### config.mk
export PLATFORM = sky130hd
export DESIGN_NAME = delta_list_timer_queue
export DESIGN_NICKNAME = d
export VERILOG_FILES = /design/src/design/dltq_pkg.sv /design/src/design/dltq_cmpsub.sv /design/src/design/delta_list_timer_queue.sv
export SDC_FILE = /design/constraint.sdc
export NUM_CORES = 2
export LEC_CHECK = 0
export ABC_AREA = 1
export BUFFER_PORTS_ARGS = -buffer_cell sky130_fd_sc_hd__buf_2
export CAP_MARGIN = 10
export CORE_MARGIN = 4
export CORE_UTILIZATION = 28
export CTS_CLUSTER_DIAMETER = 100
export CTS_CLUSTER_SIZE = 10
export DETAILED_ROUTE_END_ITERATION = 16
export GPL_TIMING_DRIVEN = 0
export PLACE_DENSITY = 0.44
export SLEW_MARGIN = 10
export SYNTH_ARGS = -nofsm -noshare
export SYNTH_HDL_FRONTEND = slang
export SYNTH_SLANG_ARGS = --single-unit
### constraint.sdc
create_clock -name clk -period 12.3 [get_ports clk]
set_clock_uncertainty 0.15 [all_clocks]
set_input_delay 3.075 -clock clk [delete_from_list [all_inputs] [get_ports clk]]
set_output_delay 3.075 -clock clk [all_outputs]
set_load 0.02 [all_outputs]
### src/design/dltq_pkg.sv
// Types and codes for the delta-list timer queue.
// No dependencies; used by every other file of the block but assert_macros.svh.
package dltq_pkg;

  localparam logic       CMD_INSERT = 1'b0;
  localparam logic       CMD_TICK   = 1'b1;

  localparam logic [1:0] KIND_EXPIRY    = 2'd0;
  localparam logic [1:0] KIND_ACCEPT    = 2'd1;
  localparam logic [1:0] KIND_REJECT    = 2'd2;
  localparam logic [1:0] KIND_TICK_DONE = 2'd3;

  localparam logic [1:0] REG_TICK_AMOUNT = 2'd0;
  localparam logic [1:0] REG_HIGH_WATER  = 2'd1;

  localparam logic [31:0] TICK_AMOUNT_RESET = 32'd100000;
  localparam logic [5:0]  HIGH_WATER_RESET  = 6'd20;

  typedef struct packed {
    logic        command;
    logic [31:0] delay;
    logic [15:0] client_tag;
    logic [15:0] response_code;
  } in_item_t;

  typedef struct packed {
    logic [1:0]  kind;
    logic [15:0] expired_client;
    logic [15:0] expired_code;
    logic [5:0]  pending_count;
    logic        over_high_water;
    logic        last;
  } out_item_t;

  typedef struct packed {
    logic [31:0] delta;
    logic [15:0] client;
    logic [15:0] code;
  } entry_t;

  typedef struct packed {
    logic        le;
    logic [31:0] diff;
  } sub_res_t;

endpackage

### src/design/dltq_cmpsub.sv
// Shared compare/subtract unit of the timer queue sequencer.
// Depends on dltq_pkg (sub_res_t).
module dltq_cmpsub (
  input  logic [31:0]       rem,
  input  logic [31:0]       delta,
  input  logic              swap,
  output dltq_pkg::sub_res_t res
);
  import dltq_pkg::*;

  logic [31:0] op_a;
  logic [31:0] op_b;
  logic [32:0] wide;

  // swap = 0: rem - delta, le means delta <= rem
  assign op_a = swap ? delta : rem;
  assign op_b = swap ? rem : delta;
  assign wide = {1'b0, op_a} - {1'b0, op_b};
  assign res.diff = wide[31:0];
  assign res.le   = ~wide[32];

endmodule

### src/design/delta_list_timer_queue.sv
// Delta-list timer queue: sequencer, entry memory, config registers.
// Depends on dltq_pkg and dltq_cmpsub.
//
// channel | dir    | handshake             | payload
// in_     | input  | in_valid / in_ready   | in_item_t (command, delay, tag, code)
// out_    | output | out_valid / out_ready | out_item_t (one per result)
// cfg_    | input  | cfg_valid / cfg_ready | cfg_index, cfg_data
//
// Insert into n entries: walk reads, then tail shift, both through the single
// memory read port. Tick: scans s entries, then emits e expired ones, and can
// wait on output stalls. One item at a time; in_ready only idle.
// Output register lets the last result wait while the next item is taken.
// Reset (rst_n, synchronous) empties the queue; no memory clearing pass.
module delta_list_timer_queue #(
  parameter int QUEUE_DEPTH = 32
) (
  input  logic                clk,
  input  logic                rst_n,
  input  logic                in_valid,
  output logic                in_ready,
  input  dltq_pkg::in_item_t  in_data,
  output logic                out_valid,
  input  logic                out_ready,
  output dltq_pkg::out_item_t out_data,
  input  logic                cfg_valid,
  output logic                cfg_ready,
  input  logic [1:0]          cfg_index,
  input  logic [31:0]         cfg_data
);
  import dltq_pkg::*;

  localparam int AW = $clog2(QUEUE_DEPTH);
  localparam int CW = $clog2(QUEUE_DEPTH + 1);
  localparam int HW = (CW > 6) ? CW : 6;

  localparam logic [3:0] S_IDLE   = 4'd0;
  localparam logic [3:0] S_IREAD  = 4'd1;
  localparam logic [3:0] S_ICMP   = 4'd2;
  localparam logic [3:0] S_IFOL   = 4'd3;
  localparam logic [3:0] S_SHRD   = 4'd4;
  localparam logic [3:0] S_SHWR   = 4'd5;
  localparam logic [3:0] S_INEW   = 4'd6;
  localparam logic [3:0] S_TREAD  = 4'd7;
  localparam logic [3:0] S_TCMP   = 4'd8;
  localparam logic [3:0] S_THEAD  = 4'd9;
  localparam logic [3:0] S_EREAD  = 4'd10;
  localparam logic [3:0] S_EOUT   = 4'd11;
  localparam logic [3:0] S_RESULT = 4'd12;

  logic [3:0]    state_r, state_nxt;
  logic [CW-1:0] count_r, count_nxt;
  logic [AW-1:0] head_r, head_nxt;
  logic [CW-1:0] k_r, k_nxt;
  logic [CW-1:0] j_r, j_nxt;
  logic [31:0]   rem_r, rem_nxt;
  logic [1:0]    kind_r, kind_nxt;
  logic [31:0]   tick_amount_r;
  logic [5:0]    high_water_r;

  logic [15:0]   cli_r;
  logic [15:0]   code_r;
  entry_t        fol_r, fol_nxt;

  entry_t        mem [QUEUE_DEPTH];
  entry_t        rd_data_r;
  logic          rd_en;
  logic [AW-1:0] rd_addr;
  logic          wr_en;
  logic [AW-1:0] wr_addr;
  entry_t        wr_data;

  logic          out_valid_r;
  out_item_t     out_data_r;
  logic          out_load;
  out_item_t     out_load_data;
  logic          out_free;

  logic          sub_swap;
  sub_res_t      sub_res;
  logic [HW-1:0] cnt_ext;
  logic          over_hw;

  function automatic logic [AW-1:0] phys(input logic [AW-1:0] head,
                                         input logic [CW-1:0] off);
    logic [CW:0] s;
    s = (CW + 1)'(head) + (CW + 1)'(off);
    if (s >= (CW + 1)'(QUEUE_DEPTH)) begin
      s = s - (CW + 1)'(QUEUE_DEPTH);
    end
    return s[AW-1:0];
  endfunction

  dltq_cmpsub u_cmpsub (
    .rem   (rem_r),
    .delta (rd_data_r.delta),
    .swap  (sub_swap),
    .res   (sub_res)
  );

  assign in_ready  = (state_r == S_IDLE);
  assign cfg_ready = 1'b1;
  assign out_valid = out_valid_r;
  assign out_data  = out_data_r;
  assign out_free  = ~out_valid_r | out_ready;
  assign cnt_ext   = HW'(count_r);
  assign over_hw   = cnt_ext > HW'(high_water_r);

  always_comb begin
    state_nxt     = state_r;
    count_nxt     = count_r;
    head_nxt      = head_r;
    k_nxt         = k_r;
    j_nxt         = j_r;
    rem_nxt       = rem_r;
    kind_nxt      = kind_r;
    fol_nxt       = fol_r;
    rd_en         = 1'b0;
    rd_addr       = '0;
    wr_en         = 1'b0;
    wr_addr       = '0;
    wr_data       = '0;
    sub_swap      = 1'b0;
    out_load      = 1'b0;
    out_load_data = '0;
    out_load_data.pending_count   = cnt_ext[5:0];
    out_load_data.over_high_water = over_hw;

    unique case (state_r)
      S_IDLE: begin
        if (in_valid) begin
          k_nxt = '0;
          if (in_data.command == CMD_TICK) begin
            rem_nxt   = tick_amount_r;
            state_nxt = S_TREAD;
          end else if (count_r == CW'(QUEUE_DEPTH)) begin
            kind_nxt  = KIND_REJECT;
            state_nxt = S_RESULT;
          end else begin
            rem_nxt   = in_data.delay;
            state_nxt = S_IREAD;
          end
        end
      end
      S_IREAD: begin
        if (k_r == count_r) begin
          state_nxt = S_INEW;
        end else begin
          rd_en     = 1'b1;
          rd_addr   = phys(head_r, k_r);
          state_nxt = S_ICMP;
        end
      end
      S_ICMP: begin
        if (sub_res.le) begin
          rem_nxt   = sub_res.diff;
          k_nxt     = k_r + 1'b1;
          state_nxt = S_IREAD;
        end else begin
          state_nxt = S_IFOL;
        end
      end
      S_IFOL: begin
        sub_swap      = 1'b1;
        fol_nxt       = rd_data_r;
        fol_nxt.delta = sub_res.diff;
        j_nxt         = count_r;
        state_nxt     = S_SHRD;
      end
      S_SHRD: begin
        if (j_r == k_r + 1'b1) begin
          wr_en     = 1'b1;
          wr_addr   = phys(head_r, j_r);
          wr_data   = fol_r;
          state_nxt = S_INEW;
        end else begin
          rd_en     = 1'b1;
          rd_addr   = phys(head_r, j_r - 1'b1);
          state_nxt = S_SHWR;
        end
      end
      S_SHWR: begin
        wr_en     = 1'b1;
        wr_addr   = phys(head_r, j_r);
        wr_data   = rd_data_r;
        j_nxt     = j_r - 1'b1;
        state_nxt = S_SHRD;
      end
      S_INEW: begin
        wr_en          = 1'b1;
        wr_addr        = phys(head_r, k_r);
        wr_data.delta  = rem_r;
        wr_data.client = cli_r;
        wr_data.code   = code_r;
        count_nxt      = count_r + 1'b1;
        kind_nxt       = KIND_ACCEPT;
        state_nxt      = S_RESULT;
      end
      S_TREAD: begin
        if (k_r == count_r) begin
          count_nxt = '0;
          state_nxt = S_EREAD;
        end else begin
          rd_en     = 1'b1;
          rd_addr   = phys(head_r, k_r);
          state_nxt = S_TCMP;
        end
      end
      S_TCMP: begin
        if (sub_res.le) begin
          rem_nxt   = sub_res.diff;
          k_nxt     = k_r + 1'b1;
          state_nxt = S_TREAD;
        end else begin
          state_nxt = S_THEAD;
        end
      end
      S_THEAD: begin
        sub_swap      = 1'b1;
        wr_en         = 1'b1;
        wr_addr       = phys(head_r, k_r);
        wr_data       = rd_data_r;
        wr_data.delta = sub_res.diff;
        count_nxt     = count_r - k_r;
        state_nxt     = S_EREAD;
      end
      S_EREAD: begin
        if (k_r == '0) begin
          kind_nxt  = KIND_TICK_DONE;
          state_nxt = S_RESULT;
        end else begin
          rd_en     = 1'b1;
          rd_addr   = head_r;
          state_nxt = S_EOUT;
        end
      end
      S_EOUT: begin
        if (out_free) begin
          out_load                     = 1'b1;
          out_load_data.kind           = KIND_EXPIRY;
          out_load_data.expired_client = rd_data_r.client;
          out_load_data.expired_code   = rd_data_r.code;
          head_nxt  = (head_r == AW'(QUEUE_DEPTH - 1)) ? '0 : head_r + 1'b1;
          k_nxt     = k_r - 1'b1;
          state_nxt = S_EREAD;
        end
      end
      S_RESULT: begin
        if (out_free) begin
          out_load           = 1'b1;
          out_load_data.kind = kind_r;
          out_load_data.last = 1'b1;
          state_nxt          = S_IDLE;
        end
      end
      default: begin
        state_nxt = S_IDLE;
      end
    endcase
  end

  always_ff @(posedge clk) begin
    if (!rst_n) begin
      state_r     <= S_IDLE;
      count_r     <= '0;
      head_r      <= '0;
      k_r         <= '0;
      j_r         <= '0;
      rem_r       <= '0;
      kind_r      <= KIND_ACCEPT;
      out_valid_r <= 1'b0;
    end else begin
      state_r <= state_nxt;
      count_r <= count_nxt;
      head_r  <= head_nxt;
      k_r     <= k_nxt;
      j_r     <= j_nxt;
      rem_r   <= rem_nxt;
      kind_r  <= kind_nxt;
      if (out_load) begin
        out_valid_r <= 1'b1;
      end else if (out_ready) begin
        out_valid_r <= 1'b0;
      end
    end
  end

  always_ff @(posedge clk) begin
    if (!rst_n) begin
      tick_amount_r <= TICK_AMOUNT_RESET;
      high_water_r  <= HIGH_WATER_RESET;
    end else if (cfg_valid) begin
      unique case (cfg_index)
        REG_TICK_AMOUNT: tick_amount_r <= cfg_data;
        REG_HIGH_WATER:  high_water_r  <= cfg_data[5:0];
        default: begin
        end
      endcase
    end
  end

  always_ff @(posedge clk) begin
    fol_r <= fol_nxt;
    if (in_valid && in_ready) begin
      cli_r  <= in_data.client_tag;
      code_r <= in_data.response_code;
    end
    if (out_load) begin
      out_data_r <= out_load_data;
    end
  end

  always_ff @(posedge clk) begin
    if (wr_en) begin
      mem[wr_addr] <= wr_data;
    end
    if (rd_en) begin
      rd_data_r <= mem[rd_addr];
    end
  end

endmodule

==> impl_metrics.env <==
export IMPL_cts_resized=0
export IMPL_ant_nets=0
export IMPL_syn_to_final_growth_pct=18.2
export IMPL_p_leak_uw=0.0502
export IMPL_cts_sinks=2350
export IMPL_avgSynthCellArea_um2=10.2
export IMPL_crit_fanout=10
export IMPL_crit_arrival_ns=6.32
export IMPL_gp_congestion=0.869
export IMPL_ys_flop_type="edfxtp_1"
export IMPL_io_buffers=146
export IMPL_ios=149
export IMPL_drv_cap=0
export IMPL_status="completed"
export IMPL_max_slew_worst_pin_slew_ns=1.23
export IMPL_period_needed_ns=5.94
export IMPL_dr_pass1_iters=6
export IMPL_endpoint_kind="flip-flop"
export IMPL_insertion_delay_ns=0.93
export IMPL_yosysWarnings=0
export IMPL_dieWidth_um=624
export IMPL_cts_root_buf="clkbuf_16"
export IMPL_worstPathRequired_ns=12.68
export IMPL_finalSetupViolCount=0
export IMPL_postLayoutCoreUtil_pct=33.2
export IMPL_htreeDepth=5
export IMPL_gr_total_overflow=0
export IMPL_drt_iter0_markers=7879
export IMPL_slew_headroom_pct=17.1
export IMPL_p_sw_uw=13200
export IMPL_syn_nets=10602
export IMPL_crit_type="reg2reg"
export IMPL_cts_setup_buffers=0
export IMPL_grt_pass1_wl_um=565000
export IMPL_drv_slew=0
export IMPL_drive_above_1_share_pct=9.82
export IMPL_num_rows=226
export IMPL_hpwl_um=299000
export IMPL_startpoint_type="flip-flop"
export IMPL_hold_viol=0
export IMPL_grt_max_degree=36
export IMPL_power_density_nw_per_um2=240
export IMPL_fin_nets=11289
export IMPL_antenna_found_initial=51
export IMPL_clk_path_buf_depth=4
export IMPL_syn_inst=10462
export IMPL_min_path_type="reg2reg"
export IMPL_grt_usage_pct=20.2
export IMPL_ys_types=52
export IMPL_swShare_pct=43.8
export IMPL_power_clock_fraction_pct=24.3
export IMPL_period_share_pct=48.3
export IMPL_die_area_um2=390000
export IMPL_grt_pass1_vias=75694
export IMPL_ir_drop_mv=0.129
export IMPL_cts_tree="built"
export IMPL_p_comb_share_pct=42.9
export IMPL_routedWlPerCell_um=25.1
export IMPL_start_util_pct=28.1
export IMPL_detail_route_wirelength_um=407000
export IMPL_clk_pin_slew_ns=0.07
export IMPL_numCtsBuffers=276
export IMPL_via_per_inst=4.84
export IMPL_vias=78526
export IMPL_rsz0062_at_grt="no"
export IMPL_fin_tns_setup_ns=0
export IMPL_p_total_uw=30100
export IMPL_synthArstFlopShare_pct=0
export IMPL_hold_buffers=0
export IMPL_die_h_um=624
export IMPL_synth_seq_cells=2350
export IMPL_p_seq_share_pct=32.8
export IMPL_netlist_area_um2=106000
export IMPL_drc=0
export IMPL_core_um2=379000
export IMPL_synth_edf_count=2250
export IMPL_p_int_uw=16900
export IMPL_maxClockFrequency_ghz=0.168
export IMPL_seq_area_frac_synth_pct=65.4
-- metal layers --
layer	wire length (um)	GRT usage, %	up-vias	part of all wire (%)
met5	13	0	-	0.0032
met4	15200	7.23	2	3.7
met3	27000	2.78	594	6.6
met2	192000	33.8	2947	47
met1	173000	26.8	38601	43
li1	-	-	36382	-
-- sequential cells by signal, indices dropped and copies added, names as in the netlist --
signal / count
head_r: 5
cnt_ext: 6
code_r: 16
out_valid: 1
kind_r: 2
fol_r: 64
rem_r: 32
mem: 2048
out_data: 42
j_r: 6
k_r: 6
tick_amount_r: 32
cli_r: 16
high_water_r: 6
rd_data_r: 64
state_r: 4
-- cells in the final DEF (no fill, tap or decap), types with 6 or more instances in the layout --
cell type / count
a21oi_1: 64
and2_1: 9
buf_1: 76
buf_12: 88
buf_16: 44
buf_2: 396
buf_4: 109
buf_6: 27
buf_8: 13
clkbuf_1: 282
clkbuf_16: 280
clkbuf_2: 15
clkinv_8: 9
dfxtp_1: 100
diode_2: 28
edfxtp_1: 2250
ha_1: 32
inv_1: 1546
inv_2: 9
inv_6: 11
nand2_1: 2409
nand2_2: 12
nand3_1: 2276
nand3b_1: 459
nand4_1: 15
nor2_1: 318
nor2_2: 6
nor2_4: 35
nor3_1: 17
o2111ai_4: 21
o211ai_1: 36
o21ai_0: 98
o21ai_1: 28
o22ai_1: 13
or2_2: 6
xnor2_1: 8
xor2_1: 26
-- layout make-up --
| cell class | instances | area [um^2] |
|---|---|---|
| clock buffers | 300 | 7090 |
| clock inverters | 26 | 360 |
| plain buffers | 622 | 2770 |
| multi-input cells | 5932 | 28800 |
| inverters | 1558 | 5850 |
| fillers | 38016 | 253000 |
| diodes | 28 | 70.1 |
| flip-flops and latches | 2350 | 69600 |
| repair buffers | 409 | 4850 |
| well taps | 5016 | 6280 |
-- power groups by stage --
| stage | Clock [uW] | Combinational [uW] | Sequential (uW) |
|---|---|---|---|
| after global placement | 0 | 12400 | 10200 |
| final | 7330 | 12900 | 9870 |
| after CTS | 7490 | 12900 | 9870 |
| after global routing | 7780 | 13900 | 9900 |
| after detailed placement | 0 | 12800 | 10000 |
| after floorplan | 0 | 6840 | 9980 |
-- stage by stage --
stage / cells / setup WS, ns / instance area [um^2] / hold slack (ns)
2_1_floorplan: 10462 / 6.74 / 106000 / 0.276
3_3_place_gp: 15624 / 1.71 / 113000 / 0.285
3_5_place_dp: 15887 / 5.87 / 118000 / 0.289
4_1_cts: 16213 / 6.42 / 126000 / 0.283
5_1_grt: 16222 / 6.18 / 126000 / 0.296
6_report: 16241 / 6.36 / 126000 / 0.291
-- cells in the mapped netlist, drive strengths merged, types with 2 or more instances --
master / instances / area (um^2)
o21ai: 127 / 639
fa: 4 / 80.1
clkbuf: 278 / 1040
ha: 32 / 400
nand3: 2279 / 11400
nor3b: 2 / 15.0
xnor2: 8 / 70.1
nand2: 2424 / 9140
o221ai: 3 / 26.3
nor3: 17 / 85.1
or2: 6 / 37.5
edfxtp: 2250 / 67600
a21oi: 68 / 363
nor4: 4 / 25.0
buf: 344 / 1700
a211oi: 3 / 22.5
nand4: 15 / 93.8
inv: 1555 / 5840
a31oi: 4 / 25.0
and2: 9 / 56.3
a221oi: 3 / 26.3
nand3b: 459 / 3450
o211ai: 36 / 270
xor2: 26 / 228
dfxtp: 100 / 2000
o22ai: 13 / 81.3
nor2: 359 / 1370
o2111ai: 22 / 193
clkinv: 3 / 11.3
-- critical path, cell delays in order (launching register included) --
cell      delay, ns
dfxtp_1        0.54
inv_1          0.23
ha_1           0.35
nand2_1        0.05
nor2_1         0.11
nand3_1        0.13
o21ai_1        0.39
o22ai_1        0.14
inv_1          0.08
nand2_1        0.49
inv_1          0.31
buf_2          0.84
clkbuf_1       0.84
nand3_1        0.21
nand3_1        0.16
nand2_1        0.09
nand2_1        0.14
nand2_1        0.25
-- worst paths after layout --
kind | from | end | slack (ns) | cells after the start
max | k_r[1] | rd_data_r[63] | 6.36 | 17
min | rd_data_r[21] | fol_r[21] | 0.29 | 0
max reg2reg | k_r[1] | rd_data_r[63] | 6.36 | 17
min reg2reg | rd_data_r[21] | fol_r[21] | 0.29 | 0
-- cell families (layout without fill, tap and decap cells) --
logic type | count (synthesis) | count (layout) | synth area share, %
AND/OR/NAND/NOR | 5575 | 5575 | 24.2
flip-flops | 2350 | 2350 | 65.4
buffers and inverters | 2180 | 2915 | 8.08
AO/OA/AOI/OAI | 286 | 286 | 1.60
adder cells (fa/ha/maj) | 36 | 36 | 0.452
XOR/XNOR | 34 | 34 | 0.280
other | 1 | 29 | 0.00353
Note: power is estimated with default switching activity, not from simulation.
